## src/rtl/smt_pkg.sv

```systemverilog
package smt_pkg;

    localparam int CAPACITY = 16;
    localparam int IDX_W    = $clog2(CAPACITY);
    localparam int OCC_W    = $clog2(CAPACITY + 1);

    localparam int VALUE_W  = 32;
    localparam int CMD_W    = 2;
    localparam int POS_W    = 4;
    localparam int COUNT_W  = 5;
    localparam int OUT_W    = 16;

    typedef enum logic [CMD_W-1:0] {
        CMD_LOOKUP = 2'd0,
        CMD_INSERT = 2'd1,
        CMD_REMOVE = 2'd2,
        CMD_CLEAR  = 2'd3
    } t_cmd;

    // Commands from the controller to the datapath.
    typedef struct packed {
        logic load;
        logic compare;
        logic commit;
    } t_dp_ctl;

    // Status from the datapath to the controller.
    typedef struct packed {
        logic out_stall;
    } t_dp_sts;

endpackage

```

## src/rtl/smt_ctrl.sv

```systemverilog
module smt_ctrl (
    input  logic             i_clk,
    input  logic             i_rst_n,
    input  logic             i_in_valid,
    output logic             o_in_ready,
    input  smt_pkg::t_dp_sts i_sts,
    output smt_pkg::t_dp_ctl o_ctl
);
    import smt_pkg::*;

    typedef enum logic [1:0] {
        S_IDLE,
        S_CMP,
        S_DONE
    } t_state;

    t_state r_state;
    t_state n_state;
    logic   commit;
    logic   load;

    // A new word may enter in the same cycle as the previous one is written back.
    assign commit     = (r_state == S_DONE) && !i_sts.out_stall;
    assign o_in_ready = (r_state == S_IDLE) || commit;
    assign load       = i_in_valid && o_in_ready;

    assign o_ctl.load    = load;
    assign o_ctl.compare = (r_state == S_CMP);
    assign o_ctl.commit  = commit;

    always_comb begin
        n_state = r_state;
        unique case (r_state)
            S_IDLE: begin
                if (load) begin
                    n_state = S_CMP;
                end
            end
            S_CMP: begin
                n_state = S_DONE;
            end
            S_DONE: begin
                if (commit) begin
                    n_state = load ? S_CMP : S_IDLE;
                end
            end
            default: begin
                n_state = S_IDLE;
            end
        endcase
    end

    always_ff @(posedge i_clk) begin
        if (!i_rst_n) begin
            r_state <= S_IDLE;
        end else begin
            r_state <= n_state;
        end
    end

endmodule

```

## src/rtl/smt_datapath.sv

```systemverilog
module smt_datapath (
    input  logic                         i_clk,
    input  logic                         i_rst_n,
    input  smt_pkg::t_dp_ctl             i_ctl,
    output smt_pkg::t_dp_sts             o_sts,
    input  logic [smt_pkg::CMD_W-1:0]    i_cmd,
    input  logic [smt_pkg::VALUE_W-1:0]  i_value,
    output logic                         o_out_valid,
    input  logic                         i_out_ready,
    output logic                         o_was_present,
    output logic [smt_pkg::POS_W-1:0]    o_position,
    output logic [smt_pkg::COUNT_W-1:0]  o_count,
    output logic                         o_status
);
    import smt_pkg::*;

    logic [VALUE_W-1:0] r_entry [CAPACITY];
    logic [OCC_W-1:0]   r_occ;
    t_cmd               r_cmd;
    logic [VALUE_W-1:0] r_value;
    logic [CAPACITY-1:0] r_hit;
    logic [VALUE_W-1:0] r_last;

    logic               r_out_valid;
    logic               r_was_present;
    logic [POS_W-1:0]   r_position;
    logic [COUNT_W-1:0] r_count;
    logic               r_status;

    logic [CAPACITY-1:0] hit;
    logic [IDX_W-1:0]    last_idx;
    logic                found;
    logic [IDX_W-1:0]    slot;
    logic [OCC_W-1:0]    n_occ;
    logic                n_status;
    logic                wr_en;
    logic [IDX_W-1:0]    wr_idx;
    logic [VALUE_W-1:0]  wr_data;

    // Every occupied cell compares against the request value in parallel.
    always_comb begin
        for (int i = 0; i < CAPACITY; i++) begin
            hit[i] = (r_entry[i] == r_value) && (OCC_W'(i) < r_occ);
        end
    end

    assign last_idx = IDX_W'(r_occ - OCC_W'(1));

    // Entries are distinct, so at most one hit bit is set and an OR encodes it.
    always_comb begin
        slot = '0;
        for (int i = 0; i < CAPACITY; i++) begin
            if (r_hit[i]) begin
                slot = slot | IDX_W'(i);
            end
        end
    end

    always_comb begin
        found    = (r_cmd != CMD_CLEAR) && (|r_hit);
        n_occ    = r_occ;
        n_status = 1'b0;
        wr_en    = 1'b0;
        wr_idx   = slot;
        wr_data  = r_last;
        case (r_cmd)
            CMD_CLEAR: begin
                n_occ = '0;
            end
            CMD_INSERT: begin
                if (!found) begin
                    if (r_occ < OCC_W'(CAPACITY)) begin
                        wr_en   = 1'b1;
                        wr_idx  = r_occ[IDX_W-1:0];
                        wr_data = r_value;
                        n_occ   = r_occ + OCC_W'(1);
                    end else begin
                        n_status = 1'b1;
                    end
                end
            end
            CMD_REMOVE: begin
                if (found) begin
                    wr_en = 1'b1;
                    n_occ = r_occ - OCC_W'(1);
                end
            end
            default: begin
            end
        endcase
    end

    always_ff @(posedge i_clk) begin
        if (i_ctl.load) begin
            r_cmd   <= t_cmd'(i_cmd);
            r_value <= i_value;
        end
        if (i_ctl.compare) begin
            r_hit  <= hit;
            r_last <= r_entry[last_idx];
        end
        if (i_ctl.commit && wr_en) begin
            r_entry[wr_idx] <= wr_data;
        end
        if (i_ctl.commit) begin
            r_was_present <= found;
            r_position    <= found ? POS_W'(slot) : '0;
            r_count       <= COUNT_W'(n_occ);
            r_status      <= n_status;
        end
    end

    always_ff @(posedge i_clk) begin
        if (!i_rst_n) begin
            r_occ       <= '0;
            r_out_valid <= 1'b0;
        end else begin
            if (i_ctl.commit) begin
                r_occ       <= n_occ;
                r_out_valid <= 1'b1;
            end else if (i_out_ready) begin
                r_out_valid <= 1'b0;
            end
        end
    end

    assign o_sts.out_stall = r_out_valid && !i_out_ready;
    assign o_out_valid     = r_out_valid;
    assign o_was_present   = r_was_present;
    assign o_position      = r_position;
    assign o_count         = r_count;
    assign o_status        = r_status;

endmodule

```

## src/rtl/set_membership_table_top.sv

```systemverilog
// Each request word is registered, then compared in parallel across the register
// table, then written back, which updates the table and the output register. A new
// request is taken while idle or in the write-back cycle of the one before it.
// A full output register that is not taken holds the write-back until it drains.
// Reset (synchronous, active low) empties the set and the output register; the
// stored entries themselves are not cleared.
module set_membership_table_top (
    input  logic        i_clk,
    input  logic        i_rst_n,
    input  logic        s_axis_tvalid,
    output logic        s_axis_tready,
    input  logic [31:0] s_axis_tdata,  // [31:0] value
    input  logic [1:0]  s_axis_tuser,  // [1:0] cmd
    output logic        m_axis_tvalid,
    input  logic        m_axis_tready,
    output logic [15:0] m_axis_tdata,  // [0] was_present, [4:1] position, [9:5] count
    output logic        m_axis_tuser   // [0] status
);
    import smt_pkg::*;

    t_dp_ctl            ctl;
    t_dp_sts            sts;
    logic               was_present;
    logic [POS_W-1:0]   position;
    logic [COUNT_W-1:0] count;

    smt_ctrl u_ctrl (
        .i_clk      (i_clk),
        .i_rst_n    (i_rst_n),
        .i_in_valid (s_axis_tvalid),
        .o_in_ready (s_axis_tready),
        .i_sts      (sts),
        .o_ctl      (ctl)
    );

    smt_datapath u_datapath (
        .i_clk         (i_clk),
        .i_rst_n       (i_rst_n),
        .i_ctl         (ctl),
        .o_sts         (sts),
        .i_cmd         (s_axis_tuser),
        .i_value       (s_axis_tdata),
        .o_out_valid   (m_axis_tvalid),
        .i_out_ready   (m_axis_tready),
        .o_was_present (was_present),
        .o_position    (position),
        .o_count       (count),
        .o_status      (m_axis_tuser)
    );

    assign m_axis_tdata = {6'd0, count, position, was_present};

endmodule

```

## config.mk

```make
export PLATFORM = sky130hd
export DESIGN_NAME = set_membership_table_top
export DESIGN_NICKNAME = d
export VERILOG_FILES = /design/src/rtl/smt_pkg.sv /design/src/rtl/smt_ctrl.sv /design/src/rtl/smt_datapath.sv /design/src/rtl/set_membership_table_top.sv
export SDC_FILE = /design/constraint.sdc
export NUM_CORES = 1
export LEC_CHECK = 0
export BUFFER_PORTS_ARGS = -buffer_cell sky130_fd_sc_hd__buf_2
export CAP_MARGIN = 0
export CORE_MARGIN = 2
export CORE_UTILIZATION = 48
export CTS_CLUSTER_SIZE = 16
export DETAILED_ROUTE_END_ITERATION = 8
export SLEW_MARGIN = 20
export SYNTH_ARGS = -nofsm -noshare
export SYNTH_HDL_FRONTEND = slang
export SYNTH_SLANG_ARGS = --single-unit
```

## constraint.sdc

```tcl
create_clock -name i_clk -period 4.8 [get_ports i_clk]
set_input_delay 0.24 -clock i_clk [delete_from_list [all_inputs] [get_ports i_clk]]
set_output_delay 0.24 -clock i_clk [all_outputs]
set_load 0.005 [all_outputs]
```

==> flow_summary.json, run 1 <==
{
  "min_from": "s_axis_tdata[4]",
  "p_int_mw": 9.34,
  "critical_path.cell_chain": "nor4_1 > a41o_2 > inv_2 > a2111oi_1 > o21ai_1 > nor2_4 > buf_4",
  "register_area_um2": 18300,
  "yosys_warnings": 0,
  "clkTransAtPathRegs_ps": 60,
  "pwr-share-clk": 0.426,
  "htree_levels": 3,
  "syn_area_per_cell_um2": 16.0,
  "cts_sinks": 613,
  "routed_via_density": 6.57,
  "reg2reg_slack_ps": 1100,
  "place_inst": 2659,
  "drt_iter0_drc": 2842,
  "most-common-layout-cells": "605 x edfxtp_1, 351 x xor2_1, 161 x xnor2_1",
  "crit_family": "compound AO/OA/AOI/OAI gates",
  "start_util": 0.487,
  "io_buffers": 50,
  "die-height_um": 252,
  "antenna_found_initial": 6,
  "hpwl_um": 80400,
  "holdPathStages": 2,
  "ios": 57,
  "clockBufferDepth": 3,
  "power_switching_mw": 2.91,
  "hold_viol": 0,
  "cts_setup_buffers": 0,
  "slowest_delay_ps": 640,
  "finalSetupViolations": 0,
  "stdcell_count": 2819,
  "crit_fanout": 19,
  "antenna_left": 0,
  "tns_ps": 0,
  "layout_commonest_cell": "edfxtp_1",
  "ys.flop_type": "edfxtp_1",
  "reg2regPathDepth": 7,
  "skew_ps": 28.1,
  "wl_per_cell_um": 38.6,
  "fillers": 4756,
  "grt_pass1_vias": 17900,
  "ys_seq_elements": 613,
  "synth_top_family_by_area": "XOR/XNOR gates",
  "rr_startpoint": "u_datapath.r_hit[11]",
  "stdcell_area_um2": 33700,
  "power_frac_seq": 0.495,
  "maxCapViolCount": 0,
  "clock-root-buffer": "clkbuf_16",
  "worst_slew_pin_slew_ps": 1260,
  "area_growth_pct": 14.2,
  "period_needed_ps": 3700,
  "synth_compound_area_frac": 0.0149,
  "first_pass_iters": 5,
  "grtUsageTotal": 0.346,
  "dpl_cell_area_um2": 31100,
  "drt-total-wl_um": 109000,
  "fin_nets": 2030,
  "cts_buffers": 68,
  "pwr-share-comb": 0.078,
  "p_leak_nw": 10.8,
  "peakVddDrop_v": 0.000288,
  "cp_slowest_cell": "nor2_4",
  "synthCells": 1850,
  "max_slew_margin": 0.151,
  "layout-drive-gt1-share": 0.216,
  "drv_slew": 0,
  "async_flop_share": 0,
  "period_share": 0.771,
  "clk_latency_ps": 620,
  "multi_input_area_um2": 10700,
  "grt_max_degree": 74,
  "critPathBufInv": 2,
  "critPathCaptureType": "flip-flop",
  "cts_tree": "built",
  "chipWidth_um": 252,
  "start_kind": "flip-flop",
  "cp.arrival_ps": 3980,
  "yosysUniqueCellTypes": 56,
  "hp-class": "in2reg",
  "seq_area_frac_synth": 0.621,
  "grt_pass1_wl_um": 147000,
  "clock.fmax_ghz": 0.270,
  "p_per_area_nw_per_um2": 363,
  "fp.coreArea_um2": 60600,
  "setup_ws_ps": 1100,
  "vias": 18500,
  "required_ps": 5080,
  "min_to": "u_datapath.r_value[4]",
  "synth_xor_xnor_area_share": 0.152,
  "rsz0062_at_grt": "false",
  "status": "finished, final reports clean",
  "routabilityCongestion": 1.06,
  "cts_resized": 0,
  "r2r_end": "u_datapath.r_entry[11][15]",
  "synth_edf_count": 605,
  "die_area_um2": 63500,
  "swShare": 0.238,
  "critPathKind": "reg2reg",
  "drc": 0,
  "synthAdderAreaFrac": 0.00297,
  "syn_area_um2": 29500,
  "synthMuxAreaShare": 0.122,
  "overflow": 0,
  "post-place-ws_ps": 1140,
  "num_rows": 90,
  "total_power_mw": 12.3,
  "yosys.area_share.simple": 0.0638
}
==> cell families (layout without fill, tap and decap cells) <==
family | Yosys count | after routing
other | 1 | 7
flip-flops | 613 | 613
buffers and inverters | 133 | 314
multiplexers | 161 | 161
AO/OA/AOI/OAI | 61 | 61
adder cells (fa/ha/maj) | 7 | 7
AND/OR/NAND/NOR | 360 | 360
XOR/XNOR | 514 | 514
==> worst max-delay path by stage <==
stage | to | cells past startpoint | startpoint | slack, ps
after floorplan | u_datapath.r_entry[10][0] | 7 | u_datapath.r_cmd[0] | 1270
after global placement | u_datapath.r_entry[11][15] | 7 | u_datapath.r_hit[11] | 1110
after detailed placement | u_datapath.r_entry[11][25] | 7 | u_datapath.r_hit[11] | 1140
after CTS | u_datapath.r_entry[11][15] | 7 | u_datapath.r_hit[11] | 1130
after global routing | u_datapath.r_entry[11][15] | 7 | u_datapath.r_hit[11] | 900
final | u_datapath.r_entry[11][15] | 7 | u_datapath.r_hit[11] | 1100
==> per-layer routing <==
| layer | up-vias | routed length, um | GRT usage |
|---|---|---|---|
| met3 | 213 | 12400 | 0.0696 |
| met5 | - | 13 | 0 |
| met2 | 1302 | 49100 | 0.524 |
| met4 | 2 | 6140 | 0.167 |
| li1 | 7354 | - | - |
| met1 | 9645 | 41100 | 0.481 |
==> Yosys cell counts, drive strengths merged (8+ instances only) <==
cell type,number,area [um^2]
xnor2,162,1420
dfxtp,8,160
xor2,352,3080
a2111oi,8,72.6
nor2,37,141
a21oi,11,58.8
clkbuf,49,184
inv,12,45.0
nor4,101,651
buf,72,437
o21ai,12,60.1
nand3,21,105
nand4,54,338
nand2,110,415
nor3,12,60.1
edfxtp,605,18200
mux4,160,3600
==> state kept, by name, indices dropped and copies added, names as in the netlist <==
| name | flops |
|---|---|
| u_datapath.r_entry | 512 |
| u_datapath.r_hit | 16 |
| u_datapath.r_occ | 5 |
| u_datapath.r_cmd | 2 |
| u_datapath.o_position | 4 |
| u_datapath.o_status | 1 |
| u_datapath.r_value | 32 |
| u_datapath.o_out_valid | 1 |
| u_datapath.r_last | 32 |
| u_ctrl.r_state | 2 |
| u_datapath.o_was_present | 1 |
| u_datapath.o_count | 5 |
==> power by group through the flow <==
stage,clock network (mW),registers (mW),logic (mW)
3_3_place_gp,0,6.18,0.906
5_1_grt,5.47,6.07,0.977
3_5_place_dp,0,6.18,0.907
2_1_floorplan,0,6.09,0.561
6_report,5.22,6.07,0.960
4_1_cts,5.26,6.06,0.936
==> timing repair <==
action                                 CTS  global route
setup endpoints to repair                0             0
endpoints found under the hold margin   38             0
hold buffers                            38             0
==> worst register-to-register path, delay by kind of cell, from the launching register on <==
kind            cells  cell delay (ps)
flops               1              410
buf+inv             2              560
simple gates        2             1190
compound gates      3             1220
==> layout make-up <==
class | instances | area share
multi-input cells | 1109 | 0.319
flip-flops and latches | 613 | 0.544
diodes | 1 | 0.0000742
clock inverters | 39 | 0.0114
repair buffers | 181 | 0.0424
well taps | 782 | 0.0290
inverters | 12 | 0.00134
clock buffers | 82 | 0.0533
==> stage by stage <==
stage | hold WS (ps) | util
2_1_floorplan | 339 | -
3_3_place_gp | 416 | 0.514
3_5_place_dp | 418 | 0.514
4_1_cts | 312 | 0.556
5_1_grt | 313 | 0.556
6_report | 323 | 0.556
Note: power is estimated with default switching activity, not from simulation.
==> run 2, diff against run 1 <==
==> constraint.sdc (replaced) <==
create_clock -name i_clk -period 3.7 [get_ports i_clk]
set_input_delay 0.185 -clock i_clk [delete_from_list [all_inputs] [get_ports i_clk]]
set_output_delay 0.185 -clock i_clk [all_outputs]
set_load 0.005 [all_outputs]
==> run 2 against run 1 <==
Compared with the run above: clock skew decreased by 9.0 ps; power increased by 29%; sequential share of layout area decreased by 0.74 points; the run now ends with negative setup slack left; clock-buffer cell count increased by 8; clock power increased by 27%; via count increased by 2.5%; routed wire length increased by 4.1%; critical path depth decreased by 2; die area unchanged; sequential power increased by 29%; register-to-register slack got worse by 1200 ps; hold slack got worse by 58 ps.
==> flow_summary.json, run 2 (synthesized netlist as in run 1, its figures left out) <==
{
  "area_growth_pct": 15.7,
  "clkTransAtPathRegs_ps": 60,
  "largest_register_ffs": 512,
  "clock-root-buffer": "clkbuf_16",
  "violations": "negative setup slack",
  "status": "finished with violations",
  "finalSetupViolations": 1,
  "tns_ps": -141,
  "clk_latency_ps": 630,
  "cts_sinks": 613,
  "most-common-layout-cells": "605 x edfxtp_1, 351 x xor2_1, 161 x xnor2_1",
  "p_per_area_nw_per_um2": 461,
  "htree_levels": 3,
  "maxCapViolCount": 0,
  "holdBufCountCts": 38,
  "setup_ws_ps": -141,
  "peakVddDrop_v": 0.000358,
  "largest_register": "u_datapath.r_entry",
  "start_util": 0.487,
  "antenna_left": 0,
  "cts_tree": "built",
  "fp.coreArea_um2": 60600,
  "hpwl_um": 83300,
  "grt_pass1_vias": 18200,
  "clock.fmax_ghz": 0.260,
  "top_regs": "u_datapath.r_entry x512, u_datapath.r_last x32, u_datapath.r_value x32",
  "routabilityCongestion": 1.09,
  "chipWidth_um": 252,
  "critPathCaptureType": "flip-flop",
  "layout-drive-gt1-share": 0.234,
  "start_kind": "flip-flop",
  "cts_resized": 0,
  "cts_buffers": 70,
  "die-height_um": 252,
  "antenna_cells": 0,
  "total_power_mw": 15.8,
  "die_area_um2": 63500,
  "overflow": 0,
  "grtUsageTotal": 0.361,
  "drt-total-wl_um": 113000,
  "clockBufferDepth": 3,
  "hold_viol": 0,
  "ios": 57,
  "routed_via_density": 6.60,
  "critPathKind": "reg2reg",
  "period_needed_ps": 3840,
  "cts_setup_buffers": 0,
  "num_rows": 90,
  "first_pass_iters": 5,
  "crit_fanout": 12,
  "layout_commonest_cell": "edfxtp_1",
  "worst_slew_pin_slew_ps": 1080,
  "required_ps": 4200,
  "cp.arrival_ps": 4340,
  "rsz0062_at_grt": "false",
  "skew_ps": 19.1,
  "max_slew_margin": 0.264,
  "drc": 0,
  "wl_per_cell_um": 39.3,
  "period_share": 1.04,
  "drv_slew": 0,
  "vias": 19000,
  "grt_pass1_wl_um": 153000,
  "fin_nets": 2089,
  "antenna_found_initial": 5,
  "io_buffers": 50,
  "fillers": 4841,
  "p_leak_nw": 11.1,
  "hp-class": "in2reg",
  "grt_max_degree": 81,
  "drt_iter0_drc": 2862
}
## run 2: cell types whose count changed in the layout (fill, tap and decap cells not counted), sizes merged
cell / before / now
clkinv: 30 / 29
diode: 1 / 0
clkinvlp: 2 / 0
clkbuf: 82 / 90
inv: 12 / 14
bufinv: 7 / 2
buf: 143 / 200
## run 2: layer usage
layer,global-route usage,routed length (um)
met1,0.506,43900
met2,0.542,50900
met3,0.0784,12300
met4,0.164,5920
met5,0,41
## run 2: cell type report
class                      count  area [um^2]  area share
tap                          782          978      0.0286
inverter                      12         45.0     0.00132
clock buffer                  90         1860      0.0544
timing repair buffer         238         1940      0.0569
clock inverter                33          268     0.00784
sequential                   613        18300       0.536
multi-input combinational   1109        10700       0.314
## run 2: path summary, 6_finish.rpt
kind | cells past startpoint | start | end | slack [ps]
worst max-delay path | 5 | u_datapath.r_value[5] | u_datapath.r_hit[6] | -140
worst min-delay path | 2 | s_axis_tdata[18] | u_datapath.r_value[18] | 260
worst min register to register | 2 | u_datapath.o_out_valid | u_datapath.o_out_valid | 520
worst max register to register | 5 | u_datapath.r_value[5] | u_datapath.r_hit[6] | -140
## run 2: power breakdown
| part | switching [mW] | internal [mW] |
|---|---|---|
| registers | 0.0823 | 7.74 |
| logic | 0.885 | 0.448 |
| clock network | 2.90 | 3.71 |
## run 2: worst max-delay path, stage by stage, from the launching register on
cell and delay (ps):
edfxtp_1 980, xor2_1 350, nor4_1 530, nand4_1 520, a2111oi_0 1070, buf_4 250
## run 2: through the flow
step                utilization  cells  hold WS, ps  setup WS (ps)  area (um^2)
detailed placement        0.523   2716          363           73.4        31700
CTS                       0.564   2877          237           61.1        34200
global placement          0.523   2716          362            131        31700
finish                    0.564   2877          265           -141        34200
global route              0.564   2877          262           61.1        34200
floorplan                     -   1855          284            175        29500
==> run 3, diff against run 2 <==
--- a/config.mk
+++ b/config.mk
@@ -11,6 +11,8 @@
 export CORE_UTILIZATION = 48
 export CTS_CLUSTER_SIZE = 16
 export DETAILED_ROUTE_END_ITERATION = 8
+export SETUP_SLACK_MARGIN = 0.15
+export SKIP_LAST_GASP = 1
 export SLEW_MARGIN = 20
 export SYNTH_ARGS = -nofsm -noshare
 export SYNTH_HDL_FRONTEND = slang
==> run 3 against run 2 <==
Compared with the run above: the flow now finishes without violations; sequential share of layout area hardly changed; first-iteration DRC count rose by 5.5%; critical path depth unchanged; worst setup slack better by 160 ps; clock-buffer cell count is the same; routed wire length barely moved; clock skew about the same; non-clock buffer count unchanged; via count about the same; critical path type unchanged; critical endpoint unchanged.
==> flow_summary.json, run 3 (synthesized netlist as in run 1, its figures left out) <==
{
  "status": "finished, final reports clean",
  "top_regs": "u_datapath.r_entry x512, u_datapath.r_last x32, u_datapath.r_value x32",
  "vias": 19000,
  "die-height_um": 252,
  "total_power_mw": 15.8,
  "hold_slack_ps": 263,
  "grt_pass1_wl_um": 153000,
  "skew_ps": 19.2,
  "max_slew_margin": 0.288,
  "p_per_area_nw_per_um2": 461,
  "drt_iter0_drc": 3019,
  "routed_via_density": 6.60,
  "peakVddDrop_v": 0.000359,
  "grt_use_met1": 0.508,
  "wl_per_cell_um": 39.3,
  "num_rows": 90,
  "antenna_found_initial": 3,
  "drv_slew": 0,
  "first_pass_iters": 5,
  "grtUsageTotal": 0.360,
  "required_ps": 4200,
  "clock.fmax_ghz": 0.272,
  "drc": 0,
  "period_needed_ps": 3680,
  "overflow": 0,
  "drt-total-wl_um": 113000,
  "clk_latency_ps": 630,
  "met3_usage": 0.0742,
  "period_share": 0.994,
  "chipWidth_um": 252,
  "cp-endpoint": "u_datapath.r_hit[6]",
  "p_leak_nw": 11.1,
  "stdcell_area_um2": 34200,
  "clock-root-buffer": "clkbuf_16",
  "layout-drive-gt1-share": 0.234,
  "worst_slew_pin_slew_ps": 1060,
  "hpwl_um": 83300,
  "cts_tree": "built",
  "post-place-ws_ps": 73.4,
  "dpl_cell_area_um2": 31700,
  "hp-class": "in2reg",
  "hold_viol": 0,
  "routabilityCongestion": 1.09,
  "largest_register": "u_datapath.r_entry",
  "grt_busiest_layer": "met2",
  "most-common-layout-cells": "605 x edfxtp_1, 351 x xor2_1, 161 x xnor2_1",
  "fin_nets": 2089,
  "tns_ps": 0,
  "ios": 57,
  "layout_commonest_cell": "edfxtp_1",
  "rr_startpoint": "u_datapath.r_value[5]",
  "io_buffers": 50,
  "largest_register_ffs": 512,
  "crit_fanout": 12,
  "cts_buffers": 70,
  "met2_usage": 0.543,
  "finalSetupViolations": 0,
  "start_kind": "flip-flop",
  "antenna_left": 0,
  "r2r_end": "u_datapath.r_hit[6]",
  "fp.coreArea_um2": 60600,
  "die_area_um2": 63500,
  "reg2reg_slack_ps": 20,
  "cts_setup_buffers": 0,
  "critPathKind": "reg2reg",
  "maxCapViolCount": 0,
  "htree_levels": 3,
  "setup_ws_ps": 23.7,
  "clockBufferDepth": 3,
  "cts_sinks": 613,
  "clkTransAtPathRegs_ps": 60,
  "rsz0062_at_grt": "false",
  "reg2regPathDepth": 5,
  "startpoint": "u_datapath.r_value[5]",
  "grt_max_degree": 81,
  "grt_pass1_vias": 18100,
  "area_growth_pct": 15.8,
  "start_util": 0.487,
  "critPathCaptureType": "flip-flop",
  "cp.arrival_ps": 4180
}
==> run 3: changes by cell type in the layout (fill, tap and decap cells not counted) <==
cell,previous run,this run
a2111oi_1,2,3
diode_2,0,2
a2111oi_0,6,5
==> run 3: final cells by class <==
| cell class | instances | area (um^2) |
|---|---|---|
| sequential | 613 | 18300 |
| inverter | 12 | 45.0 |
| antenna | 2 | 5.00 |
| timing repair buffer | 238 | 1940 |
| clock inverter | 33 | 268 |
| tap | 782 | 978 |
| clock buffer | 90 | 1860 |
| fill | 4843 | 26400 |
| multi-input combinational | 1109 | 10700 |
==> run 3: timing repair <==
item	CTS	global route
endpoints found under the setup margin	1	0
endpoints found under the hold margin	41	0
gates resized for setup	1	0
hold buffers	38	0
==> run 3: worst min-delay path by stage <==
stage                     depth (start not counted)  slack (ps)                     end        startpoint
after floorplan                                   0         280     u_datapath.r_cmd[0]   s_axis_tuser[0]
after global placement                            1         360   u_datapath.r_value[5]   s_axis_tdata[5]
after detailed placement                          1         360  u_datapath.r_value[27]  s_axis_tdata[27]
after CTS                                         2         240  u_datapath.r_value[27]  s_axis_tdata[27]
after global routing                              2         260  u_datapath.r_value[14]  s_axis_tdata[14]
final                                             2         260  u_datapath.r_value[21]  s_axis_tdata[21]
==> run 3: critical path, cell delays in order (launching register included) <==
cell       delay [ps]
edfxtp_1          990
xor2_1            370
nor4_1            540
nand4_1           530
a2111oi_1         880
buf_4             230
==> run 3: where the power goes <==
part / switching, mW / leakage (nW) / internal, mW
logic: 0.884 / 4.53 / 0.448
registers: 0.0828 / 5.55 / 7.74
clock network: 2.89 / 1.04 / 3.71
==> run 3: metal layers <==
layer  routed length (um)  up-vias  share of wire
li1                     -     7477              -
met3                12400      228           0.11
met5                   27        -        0.00024
met1                43800     9977           0.39
met2                50900     1311           0.45
met4                 6020        4          0.053
==> run 3: metrics by stage <==
step / std cells / util
global route: 2877 / 0.564
finish: 2879 / 0.564
CTS: 2877 / 0.564
global placement: 2716 / 0.523
floorplan: 1855 / -
detailed placement: 2716 / 0.523
